## src/hw/rtl/pdic_pkg.sv

```systemverilog
// Shared types and constants for the PID controller with deadband and integral clamp.
`timescale 1ns / 1ps

package pdic_pkg;

    // Field widths
    localparam int VALUE_W = 24;   // target and measured value
    localparam int GAIN_W  = 16;   // Q8.8 gains
    localparam int DBAND_W = 23;   // deadband magnitude
    localparam int LIMIT_W = 31;   // integral clamp magnitude
    localparam int ERR_W   = 25;   // error, never saturated
    localparam int DIFF_W  = 26;   // error minus previous error
    localparam int SUM_W   = 32;   // clamped integral
    localparam int DRIVE_W = 32;   // drive output
    localparam int CFG_IDX_W  = 3;
    localparam int CFG_DATA_W = 32;

    // Product and accumulator widths
    localparam int PROD_P_W = GAIN_W + ERR_W;
    localparam int PROD_I_W = GAIN_W + SUM_W;
    localparam int PROD_D_W = GAIN_W + DIFF_W;
    localparam int ACC_W    = PROD_I_W + 2;

    // Register indexes
    localparam logic [CFG_IDX_W-1:0] REG_TARGET         = 3'd0;
    localparam logic [CFG_IDX_W-1:0] REG_GAIN_P         = 3'd1;
    localparam logic [CFG_IDX_W-1:0] REG_GAIN_I         = 3'd2;
    localparam logic [CFG_IDX_W-1:0] REG_GAIN_D         = 3'd3;
    localparam logic [CFG_IDX_W-1:0] REG_DEAD_BAND      = 3'd4;
    localparam logic [CFG_IDX_W-1:0] REG_INTEGRAL_LIMIT = 3'd5;

    // Reset values
    localparam logic [DBAND_W-1:0] DEAD_BAND_RST      = 23'd128;
    localparam logic [LIMIT_W-1:0] INTEGRAL_LIMIT_RST = 31'd2560000;

    // Output saturation bounds
    localparam logic [DRIVE_W-1:0] DRIVE_MAX = 32'h7FFF_FFFF;
    localparam logic [DRIVE_W-1:0] DRIVE_MIN = 32'h8000_0000;

    // Terms handed from the error stage to the gain stage
    typedef struct packed {
        logic signed [ERR_W-1:0]  err;
        logic signed [SUM_W-1:0]  sum;
        logic signed [DIFF_W-1:0] diff;
    } pdic_terms_t;

endpackage

```

## src/hw/rtl/pdic_error_stage.sv

```systemverilog
// Error, deadband, clamped integral and derivative term; holds the controller state.
`timescale 1ns / 1ps

module pdic_error_stage
    import pdic_pkg::*;
(
    input  logic                      clk,
    input  logic                      rst_n,
    input  logic                      take,
    input  logic signed [VALUE_W-1:0] measured_value,
    input  logic signed [VALUE_W-1:0] target,
    input  logic        [DBAND_W-1:0] dead_band,
    input  logic        [LIMIT_W-1:0] integral_limit,
    output pdic_terms_t               terms
);

    // terms_reg.sum is the integral, terms_reg.err the previous error
    pdic_terms_t terms_reg;
    pdic_terms_t terms_next;

    logic signed [ERR_W-1:0]  err_raw;
    logic signed [ERR_W:0]    err_ext;
    logic signed [ERR_W:0]    db_pos;
    logic signed [ERR_W:0]    db_neg;
    logic                     in_band;
    logic signed [ERR_W-1:0]  err_z;
    logic signed [SUM_W:0]    sum_full;
    logic signed [SUM_W:0]    lim_pos;
    logic signed [SUM_W:0]    lim_neg;
    logic signed [SUM_W:0]    sum_ext;

    // Error and deadband
    assign err_raw = {target[VALUE_W-1], target} - {measured_value[VALUE_W-1], measured_value};
    assign err_ext = {err_raw[ERR_W-1], err_raw};
    assign db_pos  = {{(ERR_W+1-DBAND_W){1'b0}}, dead_band};
    assign db_neg  = -db_pos;
    assign in_band = (err_ext < db_pos) && (err_ext > db_neg);
    assign err_z   = in_band ? '0 : err_raw;

    // Integral at full width, then clamp
    assign sum_full = {terms_reg.sum[SUM_W-1], terms_reg.sum}
                    + {{(SUM_W+1-ERR_W){err_z[ERR_W-1]}}, err_z};
    assign lim_pos  = {{(SUM_W+1-LIMIT_W){1'b0}}, integral_limit};
    assign lim_neg  = -lim_pos;
    assign sum_ext  = {terms_reg.sum[SUM_W-1], terms_reg.sum};

    always_comb
    begin
        terms_next.err  = err_z;
        terms_next.diff = {err_z[ERR_W-1], err_z} - {terms_reg.err[ERR_W-1], terms_reg.err};
        priority if (sum_full > lim_pos)
        begin
            terms_next.sum = lim_pos[SUM_W-1:0];
        end
        else if (sum_full < lim_neg)
        begin
            terms_next.sum = lim_neg[SUM_W-1:0];
        end
        else
        begin
            terms_next.sum = sum_full[SUM_W-1:0];
        end
    end

    // State update on each accepted item
    always_ff @(posedge clk or negedge rst_n)
    begin
        if (!rst_n)
        begin
            terms_reg <= '0;
        end
        else if (take)
        begin
            terms_reg <= terms_next;
        end
    end

    assign terms = terms_reg;

    // Integral stays within the limit it was clamped against
    a_sum_clamped: assert property (@(posedge clk) disable iff (!rst_n)
        take |=> (sum_ext <= $past(lim_pos)) && (sum_ext >= $past(lim_neg)))
        else $error("integral outside clamp");

    // Stored error is zero or outside the deadband it was tested against
    a_err_band: assert property (@(posedge clk) disable iff (!rst_n)
        take |=> (terms_reg.err == '0)
              || ($signed({terms_reg.err[ERR_W-1], terms_reg.err}) >= $past(db_pos))
              || ($signed({terms_reg.err[ERR_W-1], terms_reg.err}) <= $past(db_neg)))
        else $error("nonzero error inside deadband");

endmodule

```

## src/hw/rtl/pid_deadband_integral_clamp.sv

```systemverilog
// Top level of the PID controller with error deadband and integral clamp.
//
// Usage:
//   Input channel (in_valid/in_ready, measured_value): one plant sample per item.
//   Output channel (out_valid/out_ready, drive_value): one drive value per item,
//   in the order the samples were taken.
//   Config channel (cfg_valid/cfg_ready, cfg_index, cfg_data): writes target,
//   gains, deadband and integral limit; always ready, unknown indexes ignored.
//   Write config only while no item is in flight.
// Timing:
//   Three-stage pipeline: error/integral, gain products, sum/shift/saturate.
//   A sample passes the error, product and drive registers before out_valid rises;
//   one item per cycle sustained while out_ready holds high. The integral loop (subtract,
//   deadband test, add, clamp) closes within the error stage, which sets the item rate.
// Reset:
//   Clears the integral, the previous error, all pipeline valids and loads the
//   register reset values (deadband 128, integral limit 2560000, others zero).
// Stall:
//   A stalled out_ready backs the pipeline up stage by stage; in_ready drops
//   only once every stage holds an item.
`timescale 1ns / 1ps

module pid_deadband_integral_clamp
    import pdic_pkg::*;
#(
    parameter int FRAC_BITS = 8
)
(
    input  logic                         clk,
    input  logic                         rst_n,
    input  logic                         in_valid,
    output logic                         in_ready,
    input  logic signed [VALUE_W-1:0]    measured_value,
    output logic                         out_valid,
    input  logic                         out_ready,
    output logic signed [DRIVE_W-1:0]    drive_value,
    input  logic                         cfg_valid,
    output logic                         cfg_ready,
    input  logic        [CFG_IDX_W-1:0]  cfg_index,
    input  logic        [CFG_DATA_W-1:0] cfg_data
);

    // Configuration registers
    logic signed [VALUE_W-1:0] target_reg;
    logic signed [GAIN_W-1:0]  gain_p_reg;
    logic signed [GAIN_W-1:0]  gain_i_reg;
    logic signed [GAIN_W-1:0]  gain_d_reg;
    logic        [DBAND_W-1:0] dead_band_reg;
    logic        [LIMIT_W-1:0] integral_limit_reg;

    // Pipeline control
    logic v1_reg, v2_reg, out_valid_reg;
    logic adv1, adv2, adv_out;
    logic take;

    // Pipeline payload
    pdic_terms_t                 terms;
    logic signed [PROD_P_W-1:0]  prod_p_reg;
    logic signed [PROD_I_W-1:0]  prod_i_reg;
    logic signed [PROD_D_W-1:0]  prod_d_reg;
    logic signed [PROD_P_W-1:0]  prod_p_next;
    logic signed [PROD_I_W-1:0]  prod_i_next;
    logic signed [PROD_D_W-1:0]  prod_d_next;
    logic signed [ACC_W-1:0]     acc;
    logic signed [ACC_W-1:0]     shifted;
    logic                        fits;
    logic        [DRIVE_W-1:0]   drive_reg;
    logic        [DRIVE_W-1:0]   drive_next;

    assign cfg_ready = 1'b1;

    // Config writes
    always_ff @(posedge clk or negedge rst_n)
    begin
        if (!rst_n)
        begin
            target_reg         <= '0;
            gain_p_reg         <= '0;
            gain_i_reg         <= '0;
            gain_d_reg         <= '0;
            dead_band_reg      <= DEAD_BAND_RST;
            integral_limit_reg <= INTEGRAL_LIMIT_RST;
        end
        else if (cfg_valid && cfg_ready)
        begin
            unique case (cfg_index)
                REG_TARGET:         target_reg         <= cfg_data[VALUE_W-1:0];
                REG_GAIN_P:         gain_p_reg         <= cfg_data[GAIN_W-1:0];
                REG_GAIN_I:         gain_i_reg         <= cfg_data[GAIN_W-1:0];
                REG_GAIN_D:         gain_d_reg         <= cfg_data[GAIN_W-1:0];
                REG_DEAD_BAND:      dead_band_reg      <= cfg_data[DBAND_W-1:0];
                REG_INTEGRAL_LIMIT: integral_limit_reg <= cfg_data[LIMIT_W-1:0];
                default:            ;
            endcase
        end
    end

    // Stage advance: a stage moves when it is empty or the next one moves
    assign adv_out  = !out_valid_reg || out_ready;
    assign adv2     = !v2_reg || adv_out;
    assign adv1     = !v1_reg || adv2;
    assign in_ready = adv1;
    assign take     = in_valid && in_ready;

    always_ff @(posedge clk or negedge rst_n)
    begin
        if (!rst_n)
        begin
            v1_reg        <= 1'b0;
            v2_reg        <= 1'b0;
            out_valid_reg <= 1'b0;
        end
        else
        begin
            if (adv1)
            begin
                v1_reg <= in_valid;
            end
            if (adv2)
            begin
                v2_reg <= v1_reg;
            end
            if (adv_out)
            begin
                out_valid_reg <= v2_reg;
            end
        end
    end

    // Stage 1: error and integral
    pdic_error_stage u_error_stage (
        .clk            (clk),
        .rst_n          (rst_n),
        .take           (take),
        .measured_value (measured_value),
        .target         (target_reg),
        .dead_band      (dead_band_reg),
        .integral_limit (integral_limit_reg),
        .terms          (terms)
    );

    // Stage 2: gain products
    assign prod_p_next = gain_p_reg * terms.err;
    assign prod_i_next = gain_i_reg * terms.sum;
    assign prod_d_next = gain_d_reg * terms.diff;

    always_ff @(posedge clk)
    begin
        if (adv2 && v1_reg)
        begin
            prod_p_reg <= prod_p_next;
            prod_i_reg <= prod_i_next;
            prod_d_reg <= prod_d_next;
        end
    end

    // Stage 3: sum, floor shift, saturate to 32 bits
    assign acc = {{(ACC_W-PROD_P_W){prod_p_reg[PROD_P_W-1]}}, prod_p_reg}
               + {{(ACC_W-PROD_I_W){prod_i_reg[PROD_I_W-1]}}, prod_i_reg}
               + {{(ACC_W-PROD_D_W){prod_d_reg[PROD_D_W-1]}}, prod_d_reg};
    assign shifted = acc >>> FRAC_BITS;
    assign fits    = (&shifted[ACC_W-1:DRIVE_W-1]) || !(|shifted[ACC_W-1:DRIVE_W-1]);

    always_comb
    begin
        priority if (fits)
        begin
            drive_next = shifted[DRIVE_W-1:0];
        end
        else if (shifted[ACC_W-1])
        begin
            drive_next = DRIVE_MIN;
        end
        else
        begin
            drive_next = DRIVE_MAX;
        end
    end

    always_ff @(posedge clk)
    begin
        if (adv_out && v2_reg)
        begin
            drive_reg <= drive_next;
        end
    end

    assign out_valid   = out_valid_reg;
    assign drive_value = drive_reg;

    // Input stalls only when every stage is full and the output is blocked
    a_full_stall: assert property (@(posedge clk) disable iff (!rst_n)
        !in_ready |-> (v1_reg && v2_reg && out_valid_reg && !out_ready))
        else $error("input stalled with room in pipeline");

    // An item in the product stage reaches the output register when it moves
    a_out_follows: assert property (@(posedge clk) disable iff (!rst_n)
        (v2_reg && adv_out) |=> out_valid_reg)
        else $error("item lost between product stage and output");

endmodule

```

## config.mk

```make
export PLATFORM = sky130hd
export DESIGN_NAME = pid_deadband_integral_clamp
export DESIGN_NICKNAME = d
export VERILOG_FILES = /design/src/hw/rtl/pdic_pkg.sv /design/src/hw/rtl/pdic_error_stage.sv /design/src/hw/rtl/pid_deadband_integral_clamp.sv
export SDC_FILE = /design/constraint.sdc
export NUM_CORES = 2
export LEC_CHECK = 0
export BUFFER_PORTS_ARGS = -buffer_cell sky130_fd_sc_hd__buf_2
export CORE_MARGIN = 2
export CORE_UTILIZATION = 40
export DETAILED_ROUTE_END_ITERATION = 6
export GPL_ROUTABILITY_DRIVEN = 0
export PLACE_DENSITY_LB_ADDON = 0.08
export SETUP_SLACK_MARGIN = 0.2
export SYNTH_ARGS = -nofsm -noshare
export SYNTH_HDL_FRONTEND = slang
export SYNTH_HIERARCHICAL = 1
export SYNTH_SLANG_ARGS = --single-unit
```

## constraint.sdc

```tcl
create_clock -name clk -period 8.25 [get_ports clk]
set_input_delay 1.65 -clock clk [delete_from_list [all_inputs] [get_ports clk]]
set_output_delay 1.65 -clock clk [all_outputs]
set_load 0.02 [all_outputs]
```

# Word-level counts from Yosys, hierarchy flattened
# Index checks and enable logic that the tools add are counted.
[totals]
ff_bits = 375
in_bits = 64
output_inout_bits = 35
word_cells = 61
[classes]
add_sub_neg = 7
mul = 3
magnitude_cmp = 4
n_eq_ne = 5
mux = 5
reduce_logical = 21
[op_table]
columns = ["operator", "n"]
rows = [
  ["32-bit 2-to-1 mux", 4],
  ["49-bit by 42-bit adder with 50-bit output", 1],
  ["41-bit by 48-bit adder with 49-bit output", 1],
  ["16-bit by 32-bit multiplier with 48-bit output", 1],
  ["16-bit by 26-bit multiplier with 42-bit output", 1],
  ["16-bit by 25-bit multiplier with 41-bit output", 1],
  ["32-bit by 25-bit adder with 33-bit output", 1],
  ["33-bit by 32-bit > comparator with 1-bit output", 1],
  ["33-bit < comparator", 1],
  ["31-bit negation with 33-bit output", 1],
  ["25-bit by 26-bit > comparator with 1-bit output", 1],
  ["23-bit negation with 26-bit output", 1],
  ["25-bit by 25-bit subtractor with 26-bit output", 1],
  ["25-bit by 24-bit < comparator with 1-bit output", 1],
  ["25-bit 2-to-1 mux", 1],
  ["24-bit by 24-bit subtractor with 25-bit output", 1],
  ["2-bit AND reduction", 6],
  ["11-bit AND reduction", 1],
  ["11-bit OR reduction", 1],
  ["3-bit by 2-bit equality test with 1-bit output, second input constant", 2],
  ["3-bit equality test, second input constant", 2],
  ["1-bit logical AND", 4],
  ["1-bit logical NOT", 4],
  ["1-bit logical OR", 4],
  ["other kinds (2)", 2],
]

# Longest topological paths before layout
[depth]
ltp_word = 8
mapped_depth = 49
mapped_depth_nobuf = 45

# Cells and area by module
# Netlist, hierarchy kept.
[by_module_without_submodules]
columns = ["module", "instances", "cells_per_inst", "area_per_inst_um2", "seq_area_each_um2"]
rows = [
  ["pid_deadband_integral_clamp", 1, 6185, 60087.6, 8130.3],
  ["pdic_error_stage", 1, 1552, 12026.5, 2077.0],
]

# Least setup slack after synthesis
# Ideal clock, no wire load.
[synth_timing]
kind = "input -> register"
startpoint = "input port measured_value[0]"
endpoint = "register u_error_stage.terms_reg, in the netlist u_error_stage/terms[48]"
setup_ns = 0.126
arrival_ns = 10.275
t_required_ns = 8.124
path_slack_ns = -2.151
path_stages = 46
n_path_buf = 3
cell_sequence = "ha_1 -> inv_1 -> fa_1 -> a21o_1 -> a21oi_1 -> o21a_1 -> o21ai_0 -> a31o_2 -> a21oi_1 -> xnor2_1 -> inv_1 -> ha_1 -> o21ai_0 -> o21ai_0 -> a211oi_1 -> o2bb2ai_1 -> a21o_1 -> maj3_2 -> [10 not listed] -> o211ai_1 -> a311oi_1 -> o21ai_1 -> o211a_1 -> a221oi_2 -> inv_1 -> ha_1 -> nand4_1 -> or2_2 -> or4_1 -> a21oi_1 -> or2_2 -> clkbuf_1 -> clkbuf_1 -> nor2_1 -> a21oi_1 -> nor2_1 -> a221o_1"
[synth_between]
elab_chain_len = 8
elab_cells_between_ends = 10
cone_classes = "add/sub: 2; order compare: 4; mux: 3; reduce/logical: 1"
[synth_rtl]
columns = ["element", "line", "text"]
rows = [
  ["start, declared", "pid_deadband_integral_clamp.sv:33", "input logic signed [VALUE_W-1:0] measured_value,"],
  ["24-bit by 24-bit subtractor with 25-bit output *", "pdic_error_stage.sv:33", "assign err_raw = {target[VALUE_W-1], target} - {measured_value[VALUE_W-1], measured_value};"],
  ["25-bit by 26-bit > comparator with 1-bit output / 25-bit by 24-bit < comparator with 1-bit output (equally long branches)", "pdic_error_stage.sv:37", "assign in_band = (err_ext < db_pos) && (err_ext > db_neg);"],
  ["1-bit logical AND", "pdic_error_stage.sv:37", ""],
  ["25-bit 2-to-1 mux *", "pdic_error_stage.sv:38", "assign err_z = in_band ? '0 : err_raw;"],
  ["via u_error_stage.err_z[0]", "pdic_error_stage.sv:26", "logic signed [ERR_W-1:0] err_z;"],
  ["32-bit by 25-bit adder with 33-bit output *", "pdic_error_stage.sv:42", "+ {{(SUM_W+1-ERR_W){err_z[ERR_W-1]}}, err_z};"],
  ["33-bit < comparator", "pdic_error_stage.sv:55", "else if (sum_full < lim_neg)"],
  ["32-bit 2-to-1 mux", "pdic_error_stage.sv:55", ""],
  ["32-bit 2-to-1 mux *", "pdic_error_stage.sv:51", "priority if (sum_full > lim_pos)"],
  ["end signal, assigned", "pdic_error_stage.sv:74", "terms_reg <= terms_next;"],
  ["end, declared", "pdic_error_stage.sv:18", "pdic_terms_t terms_reg;"],
]
# The timed path passes the listed nets; every way through them passes the cells marked *.
# A chain may end at the register's enable or synchronous reset.

# Worst setup path after layout
[layout_timing]
startpoint = "input port measured_value[0]"
endpoint = "register u_error_stage.terms_reg, in the netlist u_error_stage/terms[53]"
# Same word-level chain as after synthesis.

==> summary.md <==
| Metric | Value |
|---|---|
| Dpl ws | `-2520 ps` |
| Inserted Clock Buffers | `50` |
| CTS tree | `yes` |
| Critical Path End | `u_error_stage/terms[53]` |
| IO Pins | `99` |
| Overall die height | `429 um` |
| Proportion of synthesized area in mux cells | `0.0250` |
| Worst hold slack | `498 ps` |
| Clock sinks | `375` |
| Register area | `10200 um^2` |
| Slowest cell on crit path | `o31a_4` |
| Post-route ant nets | `0` |
| Layout cells sized above 1 | `0.149` |
| Top_reg_cell synth | `dfrtp_1` |
| Final Util | `0.461` |
| CP most frequent cell | `buf_4` |
| Status | `complete, but fails checks` |
| Area grow syn2layout | `14.3%` |
| Mapped Cells | `7737` |
| Via Count | `55200` |
| Syn_nets | `9679` |
| Synth unique cells | `100` |
| CTS root buffer | `clkbuf_16` |
| Final nets | `10200` |
| Area taken by multi-input logic gates | `55800 um^2` |
| Vias/cell | `5.18` |
| CTS H-tree lvls | `2` |
| Synth async-reset ratio | `0.565` |
| R2r startpoint | `target_reg[0]` |
| Post-synthesis xor/xnor area fraction | `0.0342` |
| Fin crit share | `1.19` |
| Clock transition at the registers of the reported paths | `60 ps` |
| CORE AREA | `179000 um^2` |
| Worst reg2reg setup slack | `-1050 ps` |
| First-pass GRT wire length | `364000 um` |
| Synth warn | `6` |
| Hold_buf cts | `0` |
| WP data required | `8760 ps` |
| Most frequent cell after synthesis | `inv_1` |
| Worst R2R End | `u_error_stage/terms[53]` |
| Tot GR Track Use | `0.261` |
| Period minus WS final | `9830 ps` |
| Detailed Routing Iterations Pass 1 | `6` |
| Final setup margin | `-1580 ps` |
| Sequential area share after synthesis | `0.142` |
| Clock latency on the worst-skew pair | `730 ps` |
| Setup TNS | `-48220 ps` |
| Vias in the first global route | `58900` |
| Total Die Area | `184000 um^2` |
| Clock skew | `109 ps` |
| Largest net degree at the start of global routing | `66` |
| GRT Residual Overflow | `0` |
| # DRC | `0` |
| Initial antenna violation count | `18` |
| #FFs+latches synth | `375` |
| RSZ-0062 raised after global routing | `yes` |
| Post-DP HPWL | `194000 um` |
| Synth Area in Adders | `0.464` |
| Crit Path Category | `in2reg` |
| Avg Cell Area, Syn | `9.32 um^2` |
| CP max FO | `8` |
| Fraction of the mapped netlist area in compound gates | `0.0884` |
| Worst relative slew slack | `0.293` |
| Final Hold Viols | `0` |
| Failing checks | `setup timing` |
| Mapped cell area | `72100 um^2` |
| Port buffer count | `96` |
| Main combinational cell family by area after synthesis | `adder cells` |
| Filler cells | `17500` |
| Hold Crit Class | `reg2reg` |
| Simple-gate share of the synthesized area | `0.145` |
| Initial Util | `0.403` |
| Cell family with most CP delay | `compound AO/OA/AOI/OAI gates` |
| Critical path depth | `52` |
| Row Count | `155` |
| Peak Freq | `102 MHz` |
| Critical path launch point | `measured_value[0]` |
| Largest area contributor in the netlist | `fa_1` |
| Worst path max stage delay | `430 ps` |
| Post-synth EDFFs | `163` |
| Final Setup Violations | `32` |
| Worst Tran Pin Value | `1060 ps` |
| Reg2Reg Depth | `52` |
| Top post-synthesis cells by count | `inv_1, fa_1, nand2_1` |
| Crit. End Element | `flip-flop` |
| Clock Tree Buf Depth | `3` |
| Max Transition Viols Final | `0` |
| Max Cap Viol | `0` |
| Die extent in x | `429 um` |
| Area contributors post-synth | `fa_1, ha_1, inv_1, dfrtp_1, edfxtp_1` |
| CP Data Arrival Time | `10340 ps` |
| Largest register FFs | `83` |
| Total wire length | `237000 um` |
| Startpoint Class | `input port` |
| Worst path bufs/invs | `13` |
| Yosys top cell area share | `0.368` |
| 1st-iter DRT viols | `3531` |
| Average routed wire per standard cell | `22.3 um` |
==> placed cells by master (no fill, tap or decap), drive strengths merged, types with 15 or more instances in the layout <==
cell type / count
xnor2: 208
nor2: 266
a31oi: 55
o21ai: 199
xor2: 74
o21a: 40
nand2b: 46
inv: 1619
or2: 19
or3: 15
edfxtp: 163
ha: 552
o31ai: 24
nand2: 920
mux2i: 18
o21bai: 43
mux2: 144
nand3: 69
a21oi: 277
nand4: 56
and3: 29
nor4: 21
dfrtp: 206
o311ai: 17
nor2b: 38
fa: 1326
clkinv: 23
clkbuf: 61
nor3: 71
a211oi: 33
and2: 551
buf: 741
o211ai: 27
a21o: 98
==> routing by layer <==
metal / wire, um / track usage
met5: 27 / 0
met4: 9510 / 0.0922
met3: 12300 / 0.0316
met2: 109000 / 0.423
met1: 106000 / 0.359
==> how the worst min path moves through the flow <==
| stage | from | to | slack (ps) | depth (start not counted) |
|---|---|---|---|---|
| 5_1_grt | target_reg[0] | target_reg[0] | 520 | 1 |
| 3_5_place_dp | v1_reg | v2_reg | 480 | 1 |
| 3_3_place_gp | v1_reg | v2_reg | 470 | 1 |
| 2_1_floorplan | v1_reg | v2_reg | 450 | 1 |
| 4_1_cts | v1_reg | v2_reg | 500 | 1 |
| 6_report | v1_reg | v2_reg | 500 | 1 |
==> what timing repair did <==
action / CTS / global route
cloned: 2 / 5
resized for setup: 79 / 131
pin swaps: 65 / 90
endpoints found under the setup margin: 34 / 52
setup buffers: 28 / 17
==> layout make-up <==
class | count | share of cell area
Inverter | 1617 | 0.0737
Multi-Input combinational cell | 5440 | 0.677
Timing Repair Buffer | 744 | 0.0680
Tap cell | 2355 | 0.0358
Antenna cell | 13 | 0.000395
Clock buffer | 58 | 0.0158
Sequential cell | 375 | 0.124
Clock inverter | 36 | 0.00528
==> stage by stage <==
stage	instances	area [um^2]
after floorplan	7737	72500
after global placement	10500	79200
after detailed placement	10500	79200
after CTS	10600	81500
after global routing	10600	82400
final	10600	82400
==> cells by family after synthesis <==
group,count (synthesis)
multiplexers,162
adder cells (fa/ha/maj),1881
buffers and inverters,1923
flip-flops,375
other,1
AND/OR/NAND/NOR,2151
AO/OA/AOI/OAI,962
XOR/XNOR,282
Power is not shown: default switching activity piles up to over one toggle a cycle in this logic, so the estimate is an artifact.
